`config.mk`:
```
export PLATFORM = sky130hd
export DESIGN_NAME = button_event_detector
export DESIGN_NICKNAME = d
export VERILOG_FILES = /design/src/hw/rtl/bed_pkg.sv /design/src/hw/rtl/button_event_detector.sv
export SDC_FILE = /design/constraint.sdc
export NUM_CORES = 1
export LEC_CHECK = 0
export ABC_CLOCK_PERIOD_IN_PS = 4500
export BUFFER_PORTS_ARGS = -buffer_cell sky130_fd_sc_hd__buf_2
export CORE_MARGIN = 8
export CORE_UTILIZATION = 45
export DETAILED_ROUTE_END_ITERATION = 8
export PLACE_DENSITY = 0.62
export SETUP_SLACK_MARGIN = 0.2
export SLEW_MARGIN = 15
export SYNTH_ARGS = -nofsm -noshare
export SYNTH_HDL_FRONTEND = slang
export SYNTH_SLANG_ARGS = --single-unit
```
`constraint.sdc`:
```
create_clock -name clock -period 4.5 [get_ports clock]
set_input_delay 0.9 -clock clock [delete_from_list [all_inputs] [get_ports clock]]
set_output_delay 0.9 -clock clock [all_outputs]
set_load 0.02 [all_outputs]
```
`src/hw/rtl/bed_pkg.sv`:
```
// bed_pkg: shared constants for the button event detector
// holds stamp width, register indexes, event codes and register reset values
// no dependencies
package bed_pkg;

   // tick counter width, low 32 bits appear on the stamp port
   localparam int unsigned STAMP_BITS = 32;
   localparam int unsigned OUT_STAMP_BITS = 32;

   // configuration register indexes
   localparam int unsigned CSR_INDEX_BITS = 2;
   localparam int unsigned CSR_DATA_BITS = 16;
   localparam logic [CSR_INDEX_BITS-1:0] CSR_DEBOUNCE     = 2'd0;
   localparam logic [CSR_INDEX_BITS-1:0] CSR_LONG_PRESS   = 2'd1;
   localparam logic [CSR_INDEX_BITS-1:0] CSR_DOUBLE_CLICK = 2'd2;

   // register reset values
   localparam logic [7:0]  DEBOUNCE_RESET     = 8'd2;
   localparam logic [15:0] LONG_PRESS_RESET   = 16'd100;
   localparam logic [15:0] DOUBLE_CLICK_RESET = 16'd30;

   // event codes
   typedef logic [1:0] event_kind_type;
   localparam event_kind_type EV_PRESSED      = 2'd0;
   localparam event_kind_type EV_RELEASED     = 2'd1;
   localparam event_kind_type EV_LONG_PRESS   = 2'd2;
   localparam event_kind_type EV_DOUBLE_CLICK = 2'd3;

   // click count codes
   localparam logic [1:0] CLICKS_NONE = 2'd0;
   localparam logic [1:0] CLICKS_TWO  = 2'd2;
   localparam logic [1:0] CLICKS_MAX  = 2'd3;

   typedef logic [STAMP_BITS-1:0] stamp_type;

endpackage

```
`src/hw/rtl/button_event_detector.sv`:
```
// button_event_detector: debounce, press/release, long press and double click
// events from a raw active-low key level sampled once per scan tick
// depends on bed_pkg
//
// usage
//  - req channel: one word per scan tick carrying the raw key level
//    (1 released, 0 pressed); taken when req_valid is high and req_stall low
//  - rsp channel: at most one event word per tick, kind plus tick stamp;
//    taken when rsp_valid is high and rsp_stall low
//  - csr port: write debounce (0), long press (1) and double click (2)
//    tick counts while the block is idle; a value of zero acts as one
//  - order: a tick enters an input register and is evaluated there once the
//    event register is free; its event is then registered and shown on rsp
//  - throughput: one tick per clock cycle while no event waits under rsp_stall,
//    set by the single evaluation stage between the input and event registers
//  - a waiting event does not block the next tick from entering the input
//    register; once both registers hold work and rsp_stall is high,
//    req_stall rises until the event is taken
//  - reset clears the tick counter, the debounce and click state and loads
//    the register reset values; no event is pending after reset
module button_event_detector (
   input  logic                                  clock,
   input  logic                                  reset,
   input  logic                                  req_valid,
   output logic                                  req_stall,
   input  logic                                  req_pin_level,
   output logic                                  rsp_valid,
   input  logic                                  rsp_stall,
   output logic [1:0]                            rsp_event_kind,
   output logic [bed_pkg::OUT_STAMP_BITS-1:0]    rsp_stamp,
   input  logic                                  csr_write,
   input  logic [bed_pkg::CSR_INDEX_BITS-1:0]    csr_index,
   input  logic [bed_pkg::CSR_DATA_BITS-1:0]     csr_wdata
);

   // configuration registers
   logic [7:0]  debounce_ff;
   logic [15:0] long_press_ff;
   logic [15:0] double_click_ff;

   // input register
   logic in_valid_ff, in_valid_in;
   logic in_pin_ff, in_pin_in;

   // detector state
   bed_pkg::stamp_type tick_ff, tick_in;
   logic               accepted_level_ff, accepted_level_in;
   logic [7:0]         stable_ff, stable_in;
   logic               held_down_ff, held_down_in;
   bed_pkg::stamp_type press_stamp_ff, press_stamp_in;
   bed_pkg::stamp_type release_stamp_ff, release_stamp_in;
   logic [1:0]         clicks_ff, clicks_in;
   logic               long_sent_ff, long_sent_in;

   // event register
   logic                          out_valid_ff, out_valid_in;
   bed_pkg::event_kind_type       out_kind_ff, out_kind_in;
   logic [bed_pkg::OUT_STAMP_BITS-1:0] out_stamp_ff, out_stamp_in;

   // evaluation signals
   logic               advance;
   logic               level_differs;
   logic [7:0]         stable_inc;
   logic [7:0]         debounce_min;
   logic [15:0]        long_min;
   logic [15:0]        double_min;
   logic               level_taken;
   bed_pkg::stamp_type since_press;
   bed_pkg::stamp_type since_release;
   logic               long_fire;
   logic               window_close;
   logic               fire;
   bed_pkg::event_kind_type fire_kind;

   // handshake: the input stage moves on when the event register is free
   assign advance   = in_valid_ff && (!out_valid_ff || !rsp_stall);
   assign req_stall = in_valid_ff && !advance;

   assign rsp_valid      = out_valid_ff;
   assign rsp_event_kind = out_kind_ff;
   assign rsp_stamp      = out_stamp_ff;

   // zero settings act as one
   assign debounce_min = (debounce_ff == 8'd0) ? 8'd1 : debounce_ff;
   assign long_min     = (long_press_ff == 16'd0) ? 16'd1 : long_press_ff;
   assign double_min   = (double_click_ff == 16'd0) ? 16'd1 : double_click_ff;

   // debounce
   assign level_differs = in_pin_ff != accepted_level_ff;
   assign stable_inc    = (stable_ff == 8'hFF) ? stable_ff : stable_ff + 8'd1;
   assign level_taken   = level_differs && (stable_inc >= debounce_min);

   // elapsed times wrap with the tick counter
   assign since_press   = tick_ff - press_stamp_ff;
   assign since_release = tick_ff - release_stamp_ff;

   // long press once per hold, then the click window check
   assign long_fire = !level_taken && held_down_ff && !long_sent_ff &&
                      (since_press >= bed_pkg::stamp_type'(long_min));
   assign window_close = !level_taken && !long_fire && !held_down_ff &&
                         (clicks_ff != bed_pkg::CLICKS_NONE) &&
                         (since_release >= bed_pkg::stamp_type'(double_min));

   // event selection
   always_comb begin
      fire      = 1'b0;
      fire_kind = bed_pkg::EV_PRESSED;
      priority if (level_taken) begin
         fire      = 1'b1;
         fire_kind = in_pin_ff ? bed_pkg::EV_RELEASED : bed_pkg::EV_PRESSED;
      end else if (long_fire) begin
         fire      = 1'b1;
         fire_kind = bed_pkg::EV_LONG_PRESS;
      end else if (window_close && (clicks_ff == bed_pkg::CLICKS_TWO)) begin
         fire      = 1'b1;
         fire_kind = bed_pkg::EV_DOUBLE_CLICK;
      end else begin
         fire      = 1'b0;
         fire_kind = bed_pkg::EV_PRESSED;
      end
   end

   // next state for the detector
   always_comb begin
      tick_in           = tick_ff;
      accepted_level_in = accepted_level_ff;
      stable_in         = stable_ff;
      held_down_in      = held_down_ff;
      press_stamp_in    = press_stamp_ff;
      release_stamp_in  = release_stamp_ff;
      clicks_in         = clicks_ff;
      long_sent_in      = long_sent_ff;
      if (advance) begin
         tick_in   = tick_ff + bed_pkg::stamp_type'(1);
         stable_in = level_differs ? (level_taken ? 8'd0 : stable_inc) : 8'd0;
         if (level_taken) begin
            accepted_level_in = in_pin_ff;
            held_down_in      = !in_pin_ff;
            if (!in_pin_ff) begin
               press_stamp_in = tick_ff;
               if (clicks_ff != bed_pkg::CLICKS_MAX) begin
                  clicks_in = clicks_ff + 2'd1;
               end
            end else begin
               release_stamp_in = tick_ff;
               long_sent_in     = 1'b0;
            end
         end
         if (long_fire) begin
            long_sent_in = 1'b1;
         end
         if (window_close) begin
            clicks_in = bed_pkg::CLICKS_NONE;
         end
      end
   end

   // input register next state
   always_comb begin
      in_valid_in = in_valid_ff;
      in_pin_in   = in_pin_ff;
      if (req_valid && !req_stall) begin
         in_valid_in = 1'b1;
         in_pin_in   = req_pin_level;
      end else if (advance) begin
         in_valid_in = 1'b0;
      end
   end

   // event register next state
   always_comb begin
      out_valid_in = out_valid_ff;
      out_kind_in  = out_kind_ff;
      out_stamp_in = out_stamp_ff;
      if (advance) begin
         out_valid_in = fire;
         out_kind_in  = fire_kind;
         out_stamp_in = bed_pkg::OUT_STAMP_BITS'(tick_ff);
      end else if (out_valid_ff && !rsp_stall) begin
         out_valid_in = 1'b0;
      end
   end

   // configuration writes
   always_ff @(posedge clock) begin
      if (reset) begin
         debounce_ff     <= bed_pkg::DEBOUNCE_RESET;
         long_press_ff   <= bed_pkg::LONG_PRESS_RESET;
         double_click_ff <= bed_pkg::DOUBLE_CLICK_RESET;
      end else if (csr_write) begin
         unique case (csr_index)
            bed_pkg::CSR_DEBOUNCE:     debounce_ff     <= csr_wdata[7:0];
            bed_pkg::CSR_LONG_PRESS:   long_press_ff   <= csr_wdata;
            bed_pkg::CSR_DOUBLE_CLICK: double_click_ff <= csr_wdata;
            default: begin
            end
         endcase
      end
   end

   // control and detector state
   always_ff @(posedge clock) begin
      if (reset) begin
         in_valid_ff       <= 1'b0;
         out_valid_ff      <= 1'b0;
         tick_ff           <= '0;
         accepted_level_ff <= 1'b1;
         stable_ff         <= 8'd0;
         held_down_ff      <= 1'b0;
         press_stamp_ff    <= '0;
         release_stamp_ff  <= '0;
         clicks_ff         <= bed_pkg::CLICKS_NONE;
         long_sent_ff      <= 1'b0;
      end else begin
         in_valid_ff       <= in_valid_in;
         out_valid_ff      <= out_valid_in;
         tick_ff           <= tick_in;
         accepted_level_ff <= accepted_level_in;
         stable_ff         <= stable_in;
         held_down_ff      <= held_down_in;
         press_stamp_ff    <= press_stamp_in;
         release_stamp_ff  <= release_stamp_in;
         clicks_ff         <= clicks_in;
         long_sent_ff      <= long_sent_in;
      end
   end

   // payload registers
   always_ff @(posedge clock) begin
      in_pin_ff    <= in_pin_in;
      out_kind_ff  <= out_kind_in;
      out_stamp_ff <= out_stamp_in;
   end

`ifndef SYNTHESIS
   // held state always mirrors the accepted level
   a_held_matches_level: assert property (@(posedge clock) disable iff (reset)
      held_down_ff == !accepted_level_ff)
      else $error("held_down out of step with accepted level");

   // long press flag only set during a hold
   a_long_sent_held: assert property (@(posedge clock) disable iff (reset)
      long_sent_ff |-> held_down_ff)
      else $error("long press flag set while released");

   // an evaluated tick with an event lands in the event register
   a_event_registered: assert property (@(posedge clock) disable iff (reset)
      (advance && fire) |=> rsp_valid)
      else $error("event lost between stages");
`endif

endmodule

```
# After elaboration in Yosys (flattened, before gate mapping)
# Cells that the tools add are included.
word_totals:
  wordCells: 98
  reg_bits: 186
op_classes:
  n_reduce_logical: 42
  mux: 24
  order_cmp: 3
  eq_ne: 7
  n_bitwise: 1
  addsub: 5
op_table:
  columns: ["operator", "n"]
  rows:
  - ["greater-or-equal comparator 32 x 16 -> 1 bit", 2]
  - ["subtractor 32 bit", 2]
  - ["adder 32 x 1 -> 32 bit, second input constant", 1]
  - ["logical NOT 16 bit", 2]
  - ["2-to-1 mux 16 bit", 2]
  - ["2-to-1 mux 8 bit", 4]
  - ["2-to-1 mux 2 bit", 7]
  - ["nonzero test 2 bit", 7]
  - ["logical AND 1 bit", 13]
  - ["2-to-1 mux 1 bit", 11]
  - ["logical NOT 1 bit", 9]
  - ["AND reduction 3 bit", 3]
  - ["adder 8 x 1 -> 8 bit, second input constant", 1]
  - ["equality test 8 bit, second input constant", 1]
  - ["greater-or-equal comparator 8 bit", 1]
  - ["logical NOT 8 bit", 1]
  - ["AND reduction 2 bit", 4]
  - ["equality test 2 bit, second input constant", 2]
  - ["AND reduction 4 bit", 1]
  - ["adder 2 x 1 -> 2 bit, second input constant", 1]
  - ["equality test 2 x 1 -> 1 bit, second input constant", 1]
  - ["logical NOT 2 bit", 1]
  - ["inequality test 2 x 1 -> 1 bit, second input constant", 1]
  - ["inequality test 2 bit, second input constant", 1]
  - ["3 further kinds", 3]

# Longest topological paths before layout
depth:
  word_depth: 18
  ltp_mapped: 21
  depth_no_buf: 21

# Worst setup path before layout
# No wires, ideal clock.
synth_path:
  path_kind: "reg-to-reg"
  start: "reg tick_ff[0]"
  end: "reg out_valid_ff (netlist: rsp_valid)"
  stages_incl_launch_ff: 21
  setup_time_ps: 125
  slack_ps: 240
  t_required_ps: 4375
  arrival_time_ps: 4135
  path_buffers: 0
  period_less_slack_ps: 4260
  cell_sequence: "dfxtp_1 > inv_1 > ha_1 > inv_1 > fa_1 > a211oi_1 > o21ai_1 > a41oi_1 > nor2_1 > nor2_1 > xnor2_1 > ha_1 > nor2b_1 > o21ai_0 > o2111ai_1 > a311o_1 > a221oi_1 > nand4_1 > nor4_4 > nor3b_1 > o41a_1"
synth_between:
  elab_chain_len: 13
  word_cells_on_any_way: 15
  classes_between: "add/sub: 2; order compare: 2; mux: 4; reduce/logical: 7"
synth_rtl:
  columns: ["item", "line", "text"]
  rows:
  - ["from (decl)", "button_event_detector.sv:46", "bed_pkg::stamp_type tick_ff, tick_in;"]
  - ["from (signal assigned)", "button_event_detector.sv:217", "tick_ff <= tick_in;"]
  - ["subtractor 32 bit", "button_event_detector.sv:94", "assign since_press = tick_ff - press_stamp_ff;"]
  - ["greater-or-equal comparator 32 x 16 -> 1 bit", "button_event_detector.sv:99", "(since_press >= bed_pkg::stamp_type'(long_min));"]
  - ["logical AND 1 bit", "button_event_detector.sv:98", "assign long_fire = !level_taken && held_down_ff && !long_sent_ff &&"]
  - ["logical NOT 1 bit", "button_event_detector.sv:100", "assign window_close = !level_taken && !long_fire && !held_down_ff &&"]
  - ["logical AND 1 bit (3 in series)", "button_event_detector.sv:100", null]
  - ["logical AND 1 bit", "button_event_detector.sv:101", "(clicks_ff != bed_pkg::CLICKS_NONE) &&"]
  - ["logical AND 1 bit", "button_event_detector.sv:114", "end else if (window_close && (clicks_ff == bed_pkg::CLICKS_TWO)) begin"]
  - ["2-to-1 mux 1 bit", "button_event_detector.sv:114", null]
  - ["2-to-1 mux 1 bit *", "button_event_detector.sv:111", "end else if (long_fire) begin"]
  - ["2-to-1 mux 1 bit *", "button_event_detector.sv:108", "priority if (level_taken) begin"]
  - ["2-to-1 mux 1 bit *", "button_event_detector.sv:175", "if (advance) begin"]
  - ["to (signal assigned)", "button_event_detector.sv:216", "out_valid_ff <= out_valid_in;"]
  - ["to (decl)", "button_event_detector.sv:56", "logic out_valid_ff, out_valid_in;"]
# Every way passes the cells marked *; elsewhere a longest branch is shown, timed or not.
# A chain may end at the register's enable or synchronous reset.

# Worst setup path in the final report
# Ends and elaborated chain as after synthesis.

==> results.md <==
- CTS Sinks: 186
- Antenna viol nets, final: 0
- Share of layout cells above drive strength 1: 12.2%
- Net Sw Frac: 26.4%
- Die Width: 178 µm
- Initial drt markers: 763
- Worst Reg-to-Reg Cells: 20
- Post-layout nets: 1701
- RSZ-0062 raised after global routing: true
- Post-synthesis register bit count: 186
- Power density cells: 261 nW/µm²
- Vert. Die Dim: 178 µm
- Port Buffers: 59
- Status: finished, final reports clean
- Synthesized cell area: 11800 µm²
- Reg-to-Reg Start: tick_ff[0]
- Routed vias: 10.7k
- Pins Over Slew Limit: 0
- XOR/XNOR Fraction of Synth Area: 5.55%
- Startpoint types: register
- CP Class: reg -> reg
- Yosys Warn Count: 0
- # DRC: 0
- Minimum clock period: 4.21 ns
- Largest net degree at the start of global routing: 89
- Primary FF master, synth: dfxtp_1
- Tot GR Track Use: 20.0%
- Clock buffer count from CTS: 17
- Period utilisation layout: 93.7%
- Clk pwr share: 41.6%
- Final setup vio count: 0
- Hold EP: release_stamp_ff[28]
- FMAX: 0.237 GHz
- Worst-path maximum fanout: 3
- Largest area contributor in the netlist: dfxtp_1
- Die area: 31700 µm²
- Hold crit path type: reg -> reg
- Post-synth EDFFs: 35
- DR pass1 iterations: 5
- Setup TNS: 0 ns
- Post-Synth Adder-Cell Area: 11.7%
- Reg power frac: 50.0%
- FF-to-FF End: rsp_valid
- Worst-Margin Slew: 0.994 ns
- Max_cap viols: 0
- Worst EP arrival: 4.52 ns
- Initial core utilization: 45.7%
- VDD IR max: 0.000223 V
- Synth-to-layout area growth: 12.9%
- Pleak: 5.40 nW
- CTS tree: done
- Clock slew at reported path FFs: 0.07 ns
- # rows: 59
- Vias in the first global route: 9948
- Fin Clk Skew: 0.0152 ns
- Area contributors post-synth: dfxtp_1 (26%), ha_1 (11%), edfxtp_1 (8.9%)
- Number of antenna violations at the first check in global routing: 0
- Largest family of logic cells by synthesized area: simple AND/OR/NAND/NOR gates
- Syn_nets: 1642
- Vias per Instance: 5.56
- Total power: 3.49 mW
- Root Driver: clkbuf_16
- Multiplexer share of the synthesized area: 0.613%
- WL final: 31800 µm
- Synth Area in Simple Gates: 22.0%
- Gate power share: 8.4%
- Fraction of registers with async set or reset after synthesis: 0%
- Switching power: 920 µW
- Nature of the critical path endpoint: register
- WHS Path Cells: 2
- CTS H-Tree Depth: 4
- Clk Latency, worst-skew pair: 0.43 ns
- Max_slew headroom: 33.7%
- Post-synthesis sequential area ratio: 34.4%
- DP HPWL: 24000 µm
- IO Pins: 60
- First-pass GRT wire length: 51200 µm
- Clock tree buffer depth: 2
- ANT cells: 0
- Share of the synthesized area in the top cell type: 25.5%
- Hold_sp: release_stamp_ff[28]
- Synth Area in Compound Gates: 19.9%
- GR Overflow Total: 0
- Wire length per cell: 16.6 µm
- Routability cong.: 0.927
- Critical Path RT: 4.81 ns
- Core box area: 25900 µm²
- FF-to-FF setup slack: 0.29 ns
- Int Pwr: 2.57 mW
- Mapped Cells: 1509
- Avg Cell Area, Syn: 7.84 µm²
- Final Hold Fails: 0
- Post-synth cell types: 74
-- worst max-delay path by stage --
stage | startpoint | to | slack, ns | depth (start not counted)
after global routing | tick_ff[0] | rsp_valid | 0.03 | 20
final | tick_ff[0] | rsp_valid | 0.29 | 20
after detailed placement | tick_ff[0] | rsp_valid | -0.03 | 20
after global placement | tick_ff[0] | rsp_event_kind[0] | 0.1 | 20
after floorplan | tick_ff[0] | rsp_valid | 0.24 | 20
after CTS | tick_ff[0] | rsp_valid | 0.25 | 22
-- critical path, cell delays in order, from the launching register on --
cell       delay (ns)
dfxtp_2          0.34
inv_4            0.07
ha_4             0.13
inv_2            0.04
fa_2             0.37
a211oi_2         0.29
o21ai_2          0.13
a41oi_2          0.26
nor2_2           0.08
nor2_2           0.12
xnor2_1          0.13
ha_1             0.26
nor2b_4          0.13
o21ai_2          0.13
o2111ai_1        0.11
a311o_1          0.29
a221oi_2         0.18
nand4_1          0.17
nor4_4           0.39
nor3b_2          0.09
o41a_1           0.43
-- metrics by stage --
step | cell area (µm²) | util [%] | hold slack, ns | setup slack, ns | instances
floorplan | 11800 | - | 0.431 | 0.240 | 1509
global placement | 12600 | 48.7 | 0.440 | 0.0976 | 1879
detailed placement | 12600 | 48.7 | 0.446 | -0.0257 | 1879
CTS | 13200 | 51.0 | 0.457 | 0.247 | 1911
global route | 13400 | 51.6 | 0.469 | 0.0318 | 1916
finish | 13400 | 51.6 | 0.455 | 0.286 | 1916
-- Yosys cell counts (all sizes together), types with 3 or more instances --
library cell  instances
nand2               279
a21oi               196
dfxtp               151
inv                 113
ha                  107
nor2                106
o21ai                58
clkbuf               52
xor2                 42
edfxtp               35
xnor2                33
nand3                31
nand4                29
nor3                 20
and3                 18
a21o                 16
nand2b               16
nor4                 16
or3                  15
a211o                14
o21a                 14
a211oi               11
buf                  11
nor2b                11
o211ai               11
a31oi                 9
a22oi                 7
a2111oi               5
and2                  5
mux2i                 5
o21bai                5
or4                   5
a41oi                 4
and4                  4
nor3b                 4
or2                   4
a311oi                3
a32oi                 3
a41o                  3
nand3b                3
o221a                 3
o311ai                3
-- cell type report --
cell class	instances	area (µm²)
sequential	186	4080
fill	2507	12500
tap	335	419
clock buffer	17	425
clock inverter	15	133
multi-input combinational	1147	7220
timing repair buffer	103	653
inverter	113	427
-- per-layer routing --
layer / part of all wire [%] / track usage (%) / vias up
met2: 47 / 33.2 / 243
met1: 47 / 27.0 / 4978
met3: 4.3 / 2.94 / 22
met5: 0 / 0 / -
li1: - / - / 5418
met4: 1.2 / 4.20 / 0
-- cells in the final DEF (no fill, tap or decap), types with 35 or more instances in the layout --
cell type and n:
buf_4 43, o21ai_0 46, nand2_1 279, a21oi_1 188, edfxtp_1 35, xor2_1 42
inv_1 110, buf_2 58, dfxtp_1 144, ha_1 102, nor2_1 103
-- power groups by stage --
stage               Sequential [mW]  Clock [mW]  Combinational (mW)
floorplan                      1.80           0               0.158
global placement               1.78           0               0.279
detailed placement             1.78           0               0.284
CTS                            1.74        1.49               0.285
global route                   1.75        1.56               0.324
finish                         1.74        1.45               0.293
-- what timing repair did --
item                                    CTS  global route
endpoints found under the setup margin    5            38
hold buffers                              0             0
buffers inserted                          0             5
gates resized for setup                  14            35
pin swaps                                 5            22
-- registers in the layout, summed over array words and instances (netlist names), 8 cells and up --
signal            count
press_stamp_ff       32
stable_ff             8
rsp_stamp            32
release_stamp_ff     32
tick_ff              32
debounce_ff           8
long_press_ff        16
double_click_ff      16
-- logic make-up (layout without fill, tap and decap cells) --
group,count (synthesis),count (layout)
compound gates,385,385
xor+xnor,75,75
fa+ha+maj,109,109
buf+inv,176,248
flops,186,186
mux,7,7
simple gates,571,571
Note: power is estimated with default switching activity, not from simulation.
